--- src/hw/rtl/tga_image_decoder_defines.svh ---
// Assertion macros shared by the decoder modules.
`ifndef TGA_IMAGE_DECODER_DEFINES_SVH
`define TGA_IMAGE_DECODER_DEFINES_SVH

// The consequent must hold in the same cycle as the antecedent.
`define TGAD_ASSERT_NOW(label, ante, cons, msg) \
    label: assert property (@(posedge aclk) disable iff (!aresetn) (ante) |-> (cons)) \
        else $error(msg);

// The consequent must hold in the cycle after the antecedent.
`define TGAD_ASSERT_NXT(label, ante, cons, msg) \
    label: assert property (@(posedge aclk) disable iff (!aresetn) (ante) |=> (cons)) \
        else $error(msg);

`endif

--- src/hw/rtl/tgad_pkg.sv ---
// Types, constants and command structures of the TGA image decoder.
`default_nettype none

package tgad_pkg;

    localparam int HDR_LEN      = 18;
    localparam int HDR_PW       = $clog2(HDR_LEN);
    localparam int PAL_DEPTH    = 256;
    localparam int PAL_AW       = $clog2(PAL_DEPTH);
    localparam int MIN_WIDTH    = 4;
    localparam int RAW_MAX      = 127;
    localparam int TDATA_W      = 112;

    localparam logic [7:0] ALPHA_OPAQUE = 8'hFF;
    localparam logic [7:0] DEPTH_24     = 8'd24;
    localparam logic [7:0] DEPTH_32     = 8'd32;

    localparam logic [7:0] TGA_CMAP     = 8'd1;
    localparam logic [7:0] TGA_TRUE     = 8'd2;
    localparam logic [7:0] TGA_CMAP_RLE = 8'd9;
    localparam logic [7:0] TGA_TRUE_RLE = 8'd10;

    typedef enum logic [1:0] {
        K_SIZE = 2'd0,
        K_RUN  = 2'd1,
        K_DONE = 2'd2
    } kind_t;

    typedef enum logic [2:0] {
        ST_OK        = 3'd0,
        ST_ZERO_SIZE = 3'd1,
        ST_BAD_TYPE  = 3'd2,
        ST_BAD_HDR   = 3'd3,
        ST_BAD_INDEX = 3'd4,
        ST_TRUNC     = 3'd5,
        ST_NARROW    = 3'd6
    } status_t;

    typedef enum logic [2:0] {
        PH_HEADER = 3'd0,
        PH_ID     = 3'd1,
        PH_PAL    = 3'd2,
        PH_PACKET = 3'd3,
        PH_PIXEL  = 3'd4,
        PH_DONE   = 3'd5
    } phase_t;

    typedef enum logic [3:0] {
        S_IDLE,
        S_EXEC,
        S_HCHECK,
        S_HTOTAL,
        S_HBASE,
        S_HOK,
        S_AFTER_ID,
        S_ENTPIX,
        S_RUNSET,
        S_SEG,
        S_ROWMUL,
        S_FINOK,
        S_ERR,
        S_FIN
    } ctrl_state_t;

    typedef enum logic [3:0] {
        OP_NONE,
        OP_TAKE,
        OP_HDR_WR,
        OP_ID_DEC,
        OP_PAL_ASM,
        OP_PIX_ASM,
        OP_PKT_HDR,
        OP_RUN_SET,
        OP_SEG,
        OP_ROW_MUL,
        OP_TOTAL_MUL,
        OP_BASE0,
        OP_ENTER_ID,
        OP_ENTER_PAL,
        OP_ENTER_PIX,
        OP_CLEAR
    } dp_op_t;

    typedef struct packed {
        dp_op_t  op;
        logic    emit;
        kind_t   kind;
        status_t status;
        logic    last;
    } dp_cmd_t;

    typedef struct packed {
        logic    last_hdr_byte;
        logic    id_last;
        logic    id_nz;
        logic    is_pal;
        logic    is_rle;
        logic    pal_nz;
        logic    asm_full_pal;
        logic    asm_full_pix;
        logic    pal_fill_done;
        logic    idx_bad;
        status_t hdr_code;
        logic    runset_rem_zero;
        logic    seg_wrap;
        logic    seg_row_more;
        logic    seg_full;
        logic    seg_left_zero;
        logic    left_nz;
        logic    end_flag;
        logic    out_free;
    } dp_stat_t;

endpackage

`default_nettype wire

--- src/hw/rtl/tgad_ctrl.sv ---
// Controller state machine of the TGA decoder: file phase and per-byte sequencing.
`default_nettype none
`include "tga_image_decoder_defines.svh"

module tgad_ctrl import tgad_pkg::*; (
    input  wire logic     aclk,
    input  wire logic     aresetn,
    input  wire logic     s_axis_tvalid,
    output logic          s_axis_tready,
    input  wire dp_stat_t stat,
    output dp_cmd_t       cmd
);

    ctrl_state_t state_reg, state_next;
    phase_t      phase_reg, phase_next;
    status_t     err_reg, err_next;

    always_ff @(posedge aclk) begin
        if (!aresetn) begin
            state_reg <= S_IDLE;
            phase_reg <= PH_HEADER;
            err_reg   <= ST_OK;
        end else begin
            state_reg <= state_next;
            phase_reg <= phase_next;
            err_reg   <= err_next;
        end
    end

    always_comb begin
        state_next    = state_reg;
        phase_next    = phase_reg;
        err_next      = err_reg;
        s_axis_tready = 1'b0;
        cmd.op        = OP_NONE;
        cmd.emit      = 1'b0;
        cmd.kind      = K_DONE;
        cmd.status    = ST_OK;
        cmd.last      = 1'b1;
        case (state_reg)
            S_IDLE: begin
                s_axis_tready = 1'b1;
                if (s_axis_tvalid) begin
                    cmd.op     = OP_TAKE;
                    state_next = S_EXEC;
                end
            end
            S_EXEC: begin
                state_next = S_FIN;
                case (phase_reg)
                    PH_HEADER: begin
                        cmd.op = OP_HDR_WR;
                        if (stat.last_hdr_byte) begin
                            state_next = S_HCHECK;
                        end
                    end
                    PH_ID: begin
                        cmd.op = OP_ID_DEC;
                        if (stat.id_last) begin
                            state_next = S_AFTER_ID;
                        end
                    end
                    PH_PAL: begin
                        cmd.op = OP_PAL_ASM;
                        if (stat.asm_full_pal && stat.pal_fill_done) begin
                            state_next = S_ENTPIX;
                        end
                    end
                    PH_PACKET: begin
                        cmd.op     = OP_PKT_HDR;
                        phase_next = PH_PIXEL;
                    end
                    PH_PIXEL: begin
                        if (stat.is_pal) begin
                            if (stat.idx_bad) begin
                                err_next   = ST_BAD_INDEX;
                                state_next = S_ERR;
                            end else begin
                                state_next = S_RUNSET;
                            end
                        end else begin
                            cmd.op = OP_PIX_ASM;
                            if (stat.asm_full_pix) begin
                                state_next = S_RUNSET;
                            end
                        end
                    end
                    default: begin
                    end
                endcase
            end
            S_HCHECK: begin
                if (stat.hdr_code != ST_OK) begin
                    err_next   = stat.hdr_code;
                    state_next = S_ERR;
                end else begin
                    state_next = S_HTOTAL;
                end
            end
            S_HTOTAL: begin
                cmd.op     = OP_TOTAL_MUL;
                state_next = S_HBASE;
            end
            S_HBASE: begin
                cmd.op     = OP_BASE0;
                state_next = S_HOK;
            end
            S_HOK: begin
                if (stat.out_free) begin
                    cmd.emit = 1'b1;
                    cmd.kind = K_SIZE;
                    cmd.last = !stat.end_flag;
                    if (stat.id_nz) begin
                        cmd.op     = OP_ENTER_ID;
                        phase_next = PH_ID;
                        state_next = S_FIN;
                    end else begin
                        state_next = S_AFTER_ID;
                    end
                end
            end
            S_AFTER_ID: begin
                if (stat.is_pal && stat.pal_nz) begin
                    cmd.op     = OP_ENTER_PAL;
                    phase_next = PH_PAL;
                    state_next = S_FIN;
                end else begin
                    state_next = S_ENTPIX;
                end
            end
            S_ENTPIX: begin
                cmd.op     = OP_ENTER_PIX;
                phase_next = stat.is_rle ? PH_PACKET : PH_PIXEL;
                state_next = S_FIN;
            end
            S_RUNSET: begin
                cmd.op = OP_RUN_SET;
                if (stat.is_rle && stat.runset_rem_zero) begin
                    phase_next = PH_PACKET;
                end
                state_next = S_SEG;
            end
            S_SEG: begin
                if (stat.out_free) begin
                    cmd.op   = OP_SEG;
                    cmd.emit = 1'b1;
                    cmd.kind = K_RUN;
                    cmd.last = stat.seg_left_zero && !stat.seg_full && !stat.end_flag;
                    if (stat.seg_wrap && stat.seg_row_more) begin
                        state_next = S_ROWMUL;
                    end else if (stat.seg_full) begin
                        state_next = S_FINOK;
                    end else if (stat.seg_left_zero) begin
                        state_next = S_FIN;
                    end
                end
            end
            S_ROWMUL: begin
                cmd.op     = OP_ROW_MUL;
                state_next = stat.left_nz ? S_SEG : S_FIN;
            end
            S_FINOK: begin
                if (stat.out_free) begin
                    cmd.emit   = 1'b1;
                    cmd.status = ST_OK;
                    phase_next = PH_DONE;
                    state_next = S_FIN;
                end
            end
            S_ERR: begin
                if (stat.out_free) begin
                    cmd.emit   = 1'b1;
                    cmd.status = err_reg;
                    phase_next = PH_DONE;
                    state_next = S_FIN;
                end
            end
            S_FIN: begin
                if (!stat.end_flag) begin
                    state_next = S_IDLE;
                end else if (phase_reg == PH_DONE || stat.out_free) begin
                    if (phase_reg != PH_DONE) begin
                        cmd.emit   = 1'b1;
                        cmd.status = ST_TRUNC;
                    end
                    cmd.op     = OP_CLEAR;
                    phase_next = PH_HEADER;
                    state_next = S_IDLE;
                end
            end
            default: begin
                state_next = S_IDLE;
            end
        endcase
    end

    `TGAD_ASSERT_NXT(a_accept_exec, s_axis_tvalid && s_axis_tready, state_reg == S_EXEC,
        "accepted byte not executed next cycle")
    `TGAD_ASSERT_NOW(a_emit_free, cmd.emit, stat.out_free,
        "result issued while output register is occupied")
    `TGAD_ASSERT_NXT(a_clear_header, cmd.op == OP_CLEAR, phase_reg == PH_HEADER,
        "end of file did not return to header phase")

endmodule

`default_nettype wire

--- config.mk ---
export PLATFORM = sky130hd
export DESIGN_NAME = tgad_ctrl
export DESIGN_NICKNAME = d
export VERILOG_FILES = /design/src/hw/rtl/tgad_pkg.sv /design/src/hw/rtl/tgad_ctrl.sv
export VERILOG_INCLUDE_DIRS = /design/src /design/src/hw/rtl
export SDC_FILE = /design/constraint.sdc
export NUM_CORES = 1
export LEC_CHECK = 0
export BUFFER_PORTS_ARGS = -buffer_cell sky130_fd_sc_hd__buf_2
export CAP_MARGIN = 20
export CORE_UTILIZATION = 47
export DETAILED_ROUTE_END_ITERATION = 10
export GPL_TIMING_DRIVEN = 0
export PLACE_DENSITY = 0.86
export SYNTH_ARGS = -nofsm -noshare
export SYNTH_HDL_FRONTEND = slang
export SYNTH_SLANG_ARGS = --single-unit
--- constraint.sdc ---
create_clock -name aclk -period 1.7 [get_ports aclk]
set_input_delay 0.085 -clock aclk [delete_from_list [all_inputs] [get_ports aclk]]
set_output_delay 0.085 -clock aclk [all_outputs]
set_load 0.05 [all_outputs]
==> results of run 1 <==
==> placed cells by master, fill, tap and decap left out, drive strengths merged, types with 5 or more instances in the layout <==
master   n
buf     63
nor2    23
nand2   14
a21oi   13
o21ai   13
inv     11
dfxtp   10
nand2b   6
clkbuf   6
nand3    5
==> tightest hold or removal path: stages <==
cell     delay (ns)
buf_2          0.09
a22oi_1        0.07
nor2_1         0.08
==> report_power, final <==
group / total (mW) / leakage (nW) / switching, mW / internal [mW]
clock: 0.222 / 0.0210 / 0.0914 / 0.130
combinational: 3.16 / 0.757 / 1.82 / 1.34
sequential: 0.367 / 0.0845 / 0.0606 / 0.306
==> routing by layer <==
| metal | wire length (um) | track usage (%) | vias up |
|---|---|---|---|
| met2 | 2610 | 60.6 | 151 |
| li1 | - | - | 814 |
| met3 | 553 | 4.72 | 46 |
| met5 | 0 | 0 | - |
| met1 | 2050 | 40.4 | 838 |
| met4 | 312 | 17.1 | 0 |
==> repair_timing <==
action / CTS / global route
buffers inserted: 12 / 4
cloned: 0 / 0
resized for setup: 87 / 25
setup endpoints to repair: 22 / 22
pin swaps: 18 / 16
==> how the worst max path moves through the flow <==
| stage | to | slack [ns] | cells after the start |
|---|---|---|---|
| 6_report | phase_reg[0]$_SDFFE_PN0P_ | -0.32 | 7 |
| 3_5_place_dp | cmd[7] | -0.66 | 7 |
| 4_1_cts | cmd[10] | -0.21 | 6 |
| 2_1_floorplan | s_axis_tready | -0.19 | 4 |
| 3_3_place_gp | cmd[7] | -0.56 | 7 |
| 5_1_grt | cmd[1] | -0.38 | 8 |
==> cells by family after synthesis <==
family | after synthesis | share of synthesized area, %
buf+inv | 28 | 10.5
simple gates | 79 | 34.9
mux | 3 | 2.41
flops | 10 | 15.4
compound gates | 67 | 36.8
==> cell type report <==
type                            instances  area share [%]
Sequential cell                        10            10.2
Timing Repair Buffer                   49            18.1
Inverter                               11            1.97
Tap cell                               30            1.79
Multi-Input combinational cell        149            58.5
Buffer                                 16            7.71
Clock buffer                            4            1.73
==> impl_metrics.py, run 1 <==
metrics = {
    "global_route": {
        "antenna_found_initial": 0,
        "track_usage_pct": 34.6,
        "grt_pass1_vias": 1572,
        "grt_pass1_wl_um": 7330,
        "globalRoute.totalOverflow": 0,
        "grt_max_degree": 11,
    },
    "die": {
        "ios": 36,
        "core_area_mm2": 0.00254,
        "die_area_mm2": 0.00298,
        "initial_core_util_pct": 51.1,
        "die_w_um": 54.6,
        "rows": 18,
        "die_h_um": 54.6,
    },
    "logic_synthesis": {
        "synth_top_area_share_pct": 15.4,
        "ys.flop_type": "dfxtp_1",
        "syn_inst": 187,
        "synthDistinctLibCells": 57,
        "syn_avg_cell_area_um2": 6.95,
        "yosysMostFrequentCell": "nor2_1",
        "synth_area_leaders": "dfxtp_1, nor2_1, a21oi_1, o21ai_0, nand2_1",
        "synth_edf_count": 0,
        "syn_nets": 211,
        "ys_ff_latch": 10,
        "yosysSeqAreaShare_pct": 15.4,
        "ys_warn_count": 0,
        "synth.top_cells.by_count": "nor2_1, nand2_1, a21oi_1",
        "ys_async_sr_fraction_pct": 0,
        "synth.largest_area_cell": "dfxtp_1",
        "synth_area_mm2": 0.00130,
    },
    "critical_path": {
        "path_max_fanout": 6,
        "reg2reg_to": "phase_reg[0]$_SDFFE_PN0P_",
        "worstSetupStartpointType": "flop",
        "r2r_cells": 7,
        "worstSetupPathType": "reg -> reg",
        "worstSetupStartpoint": "state_reg[2]$_SDFFE_PN0P_",
        "path_common_cell": "buf_6",
        "worstPathCellList": "buf_6 -> buf_6 -> o21a_1 -> o221a_4 -> nor2_2 -> or4b_4 -> a32o_2",
        "critPathMaxStageDelay_ns": 0.57,
        "critPathRequiredTime_ns": 1.87,
        "r2r_setup_slack_ns": -0.32,
        "worstPathArrival_ns": 2.19,
        "rr_startpoint": "state_reg[2]$_SDFFE_PN0P_",
        "cpLargestDelayFamily": "compound AO/OA/AOI/OAI gates",
        "worst-path-buf-inv": 2,
        "end_kind": "flop",
        "cp_slowest_cell": "or4b_4",
    },
    "run_status": {
        "status": "finished with violations",
        "violations": "negative setup slack",
    },
    "power_and_ir_drop": {
        "powerDensity_mw_per_mm2": 1790,
        "leakage_nw": 0.862,
        "p_total_mw": 3.75,
        "ir_drop_mv": 1.72,
    },
    "clock_network": {
        "cts_hold_buf": 0,
        "cts_sinks": 10,
        "cts_buffer_depth": 2,
        "cts_buffers": 3,
        "insertion_delay_ns": 0.28,
        "htree_levels": 1,
        "clkTransAtPathRegs_ns": 0.07,
        "clockRootBuffer": "clkbuf_4",
        "cts_tree": "done",
    },
    "finish": {
        "synthToLayoutAreaGrowth_pct": 61.1,
        "antenna_cells": 0,
        "nFillCells": 162,
        "post-route-util_pct": 82.3,
        "ff_latch_area_um2": 214,
        "largest_register_ffs": 4,
        "multi_input_area_mm2": 0.00122,
        "drive_gt1_share_pct": 51.9,
        "final_nets": 264,
        "design_area_mm2": 0.00209,
        "final_cells": 269,
    },
    "timing": {
        "fin_crit_ns": 2.02,
        "fin_crit_sh_pct": 119,
        "fin_tns_setup_ns": -3.50,
        "whs_ns": 0.0821,
        "worst_pin_slew_ns": 0.604,
        "finClkSkew_ns": 0.000805,
        "slew_headroom_pct": 59.4,
        "fin_ws_ns": -0.322,
        "finalSetupViolations": 17,
        "fmax_ghz": 0.495,
        "maxSlewViolCount": 0,
        "hold_violations": 0,
        "rsz0062_at_grt": "yes",
    },
    "hold_path": {
        "holdPathEnd": "err_reg[0]$_SDFFE_PN0P_",
        "hold_path_class": "in -> reg",
        "min_path_cells": 3,
        "hp-start": "stat[8]",
    },
    "placed_design": {
        "place_area_mm2": 0.00159,
        "gp_congestion": 0.977,
        "portBuffers": 33,
        "dpl_worst_slack_ns": -0.660,
        "post-place-cells": 250,
        "dp_hpwl_um": 3230,
    },
    "routing": {
        "first_pass_iters": 9,
        "routed-via-count": 1849,
        "wl_um": 5520,
        "drt_iter0_markers": 142,
        "wl_per_cell_um": 20.5,
        "ant_nets": 0,
        "vias_per_cell": 6.87,
        "drc": 0,
    },
    "job": {
        "maxCapViolCount": 0,
    },
}
(Power assumes the default switching activity.)
==> run 2, diff against run 1 <==
--- a/config.mk
+++ b/config.mk
@@ -14,2 +14,3 @@
 export PLACE_DENSITY = 0.86
+export SETUP_SLACK_MARGIN = 0.1
 export SYNTH_ARGS = -nofsm -noshare
==> constraint.sdc (replaced) <==
create_clock -name aclk -period 1.7 [get_ports aclk]
set_input_delay 0.255 -clock aclk [delete_from_list [all_inputs] [get_ports aclk]]
set_output_delay 0.255 -clock aclk [all_outputs]
set_load 0.05 [all_outputs]
==> impl_metrics.py, run 2 (synthesis results as in run 1) <==
metrics = {
    "run_status": {
        "status": "finished with violations",
        "violations": "negative setup slack",
    },
    "timing": {
        "fin_ws_ns": -0.438,
        "fin_crit_ns": 2.14,
        "hold_violations": 0,
        "rsz0062_at_grt": "yes",
        "fin_crit_sh_pct": 126,
        "fmax_ghz": 0.468,
        "finalSetupViolations": 20,
        "worst_pin_slew_ns": 0.950,
        "slew_headroom_pct": 36.2,
        "finClkSkew_ns": 0.00828,
        "maxSlewViolCount": 0,
    },
    "die": {
        "core_area_mm2": 0.00254,
        "die_w_um": 54.6,
        "die_area_mm2": 0.00298,
        "initial_core_util_pct": 51.1,
        "rows": 18,
        "die_h_um": 54.6,
        "ios": 36,
    },
    "routing": {
        "wl_per_cell_um": 25.5,
        "drt_iter0_markers": 177,
        "ant_nets": 0,
        "vias_per_cell": 7.34,
        "first_pass_iters": 5,
        "top_layer": "met4",
        "wl_um": 7130,
        "routed-via-count": 2056,
        "drc": 0,
        "wl_met1_um": 2500,
        "route.met3.wl_um": 957,
        "wl_met2_um": 3120,
    },
    "hold_path": {
        "hold_path_class": "in -> reg",
    },
    "clock_network": {
        "cts_buffer_depth": 2,
        "clockRootBuffer": "clkbuf_4",
        "cts_tree": "done",
        "cts_hold_buf": 0,
        "htree_levels": 1,
        "clkTransAtPathRegs_ns": 0.07,
        "cts_sinks": 10,
        "insertion_delay_ns": 0.27,
        "cts_buffers": 3,
    },
    "power_and_ir_drop": {
        "powerDensity_mw_per_mm2": 1860,
        "leakage_nw": 0.970,
        "ir_drop_mv": 2.30,
        "p_total_mw": 4.45,
    },
    "placed_design": {
        "dpl_worst_slack_ns": -0.283,
        "dp_hpwl_um": 3110,
        "post-place-cells": 250,
        "gp_congestion": 0.939,
        "portBuffers": 33,
    },
    "finish": {
        "nFillCells": 69,
        "mostFrequentLayoutCells": "buf_4, buf_2, buf_6, nor2_1",
        "final_nets": 276,
        "synthToLayoutAreaGrowth_pct": 84.0,
        "antenna_cells": 0,
        "drive_gt1_share_pct": 60.4,
        "final_cells": 280,
        "largest_register_ffs": 4,
    },
    "critical_path": {
        "worstSetupStartpointType": "flop",
        "end_kind": "output port",
        "worstSetupPathType": "reg -> out",
        "worstPathArrival_ns": 1.88,
        "path_max_fanout": 6,
        "critPathRequiredTime_ns": 1.44,
    },
    "global_route": {
        "grt_pass1_wl_um": 8460,
        "globalRoute.totalOverflow": 0,
        "antenna_found_initial": 0,
        "grt_pass1_vias": 1741,
        "grt_max_degree": 11,
        "track_usage_pct": 41.0,
    },
    "job": {
        "maxCapViolCount": 0,
    },
}
run 2: cell types whose count changed in the layout (fill, tap and decap cells not counted), moves of 3 or more:
| cell | delta |
|---|---|
| nand2b_1 | -3 |
| buf_8 | +7 |
| o21ai_2 | -3 |
| buf_4 | +6 |
| buf_6 | -4 |
| o21ai_4 | +3 |
run 2: area by class of cell:
type / instances / area (um2) / share of cell area [%]
clock buffers: 3 / 22.5 / 0.941
multi-input cells: 149 / 1360 / 56.8
repair buffers: 62 / 539 / 22.5
plain buffers: 15 / 179 / 7.48
inverters: 11 / 43.8 / 1.83
flip-flops and latches: 10 / 211 / 8.84
well taps: 30 / 37.5 / 1.57
run 2: worst max-delay path, cell delays in order, from the launching register on:
cell	delay, ns
dfxtp_4	0.36
buf_8	0.13
buf_8	0.14
nand3b_1	0.14
a311oi_1	0.13
or4_4	0.54
buf_8	0.17
run 2: repair_timing:
item                       in CTS  in global routing
gates cloned                    1                  0
pin swaps                      19                 21
buffers inserted               26                  4
setup endpoints to repair      22                 22
gates resized for setup        80                 38
hold endpoints to repair        0                  0
run 2: final timing paths:
check	startpoint	end	slack [ns]	cells after the start
min reg2reg	err_reg[1]$_SDFFE_PN0P_	err_reg[1]$_SDFFE_PN0P_	0.54	2
min	stat[9]	err_reg[1]$_SDFFE_PN0P_	0.29	3
max	state_reg[0]$_SDFFE_PN0P_	cmd[10]	-0.44	6
max reg2reg	state_reg[2]$_SDFFE_PN0P_	phase_reg[1]$_SDFFE_PN0P_	-0.42	6
run 2: per-layer routing:
metal	GRT usage (%)	up-vias
li1	-	829
met1	49.8	915
met2	64.3	225
met3	11.7	87
met4	22.2	0
met5	0	-
run 2: through the flow:
| step | utilization (%) | TNS (ns) | instance area (um2) | hold WS [ns] |
|---|---|---|---|---|
| after detailed placement | 66.7 | -3.38 | 1700 | 0.499 |
| final | 94.0 | -5.76 | 2390 | 0.289 |
| after CTS | 87.5 | -4.01 | 2230 | 0.259 |
| after global routing | 94.0 | -6.95 | 2390 | 0.305 |
| after global placement | 66.7 | -2.96 | 1700 | 0.495 |
| after floorplan | - | -0.312 | 1500 | 0.416 |
run 2: report_power, final:
| group | internal (mW) | switching, mW |
|---|---|---|
| clock | 0.0819 | 0.0834 |
| sequential | 0.307 | 0.0564 |
| combinational | 1.76 | 2.16 |
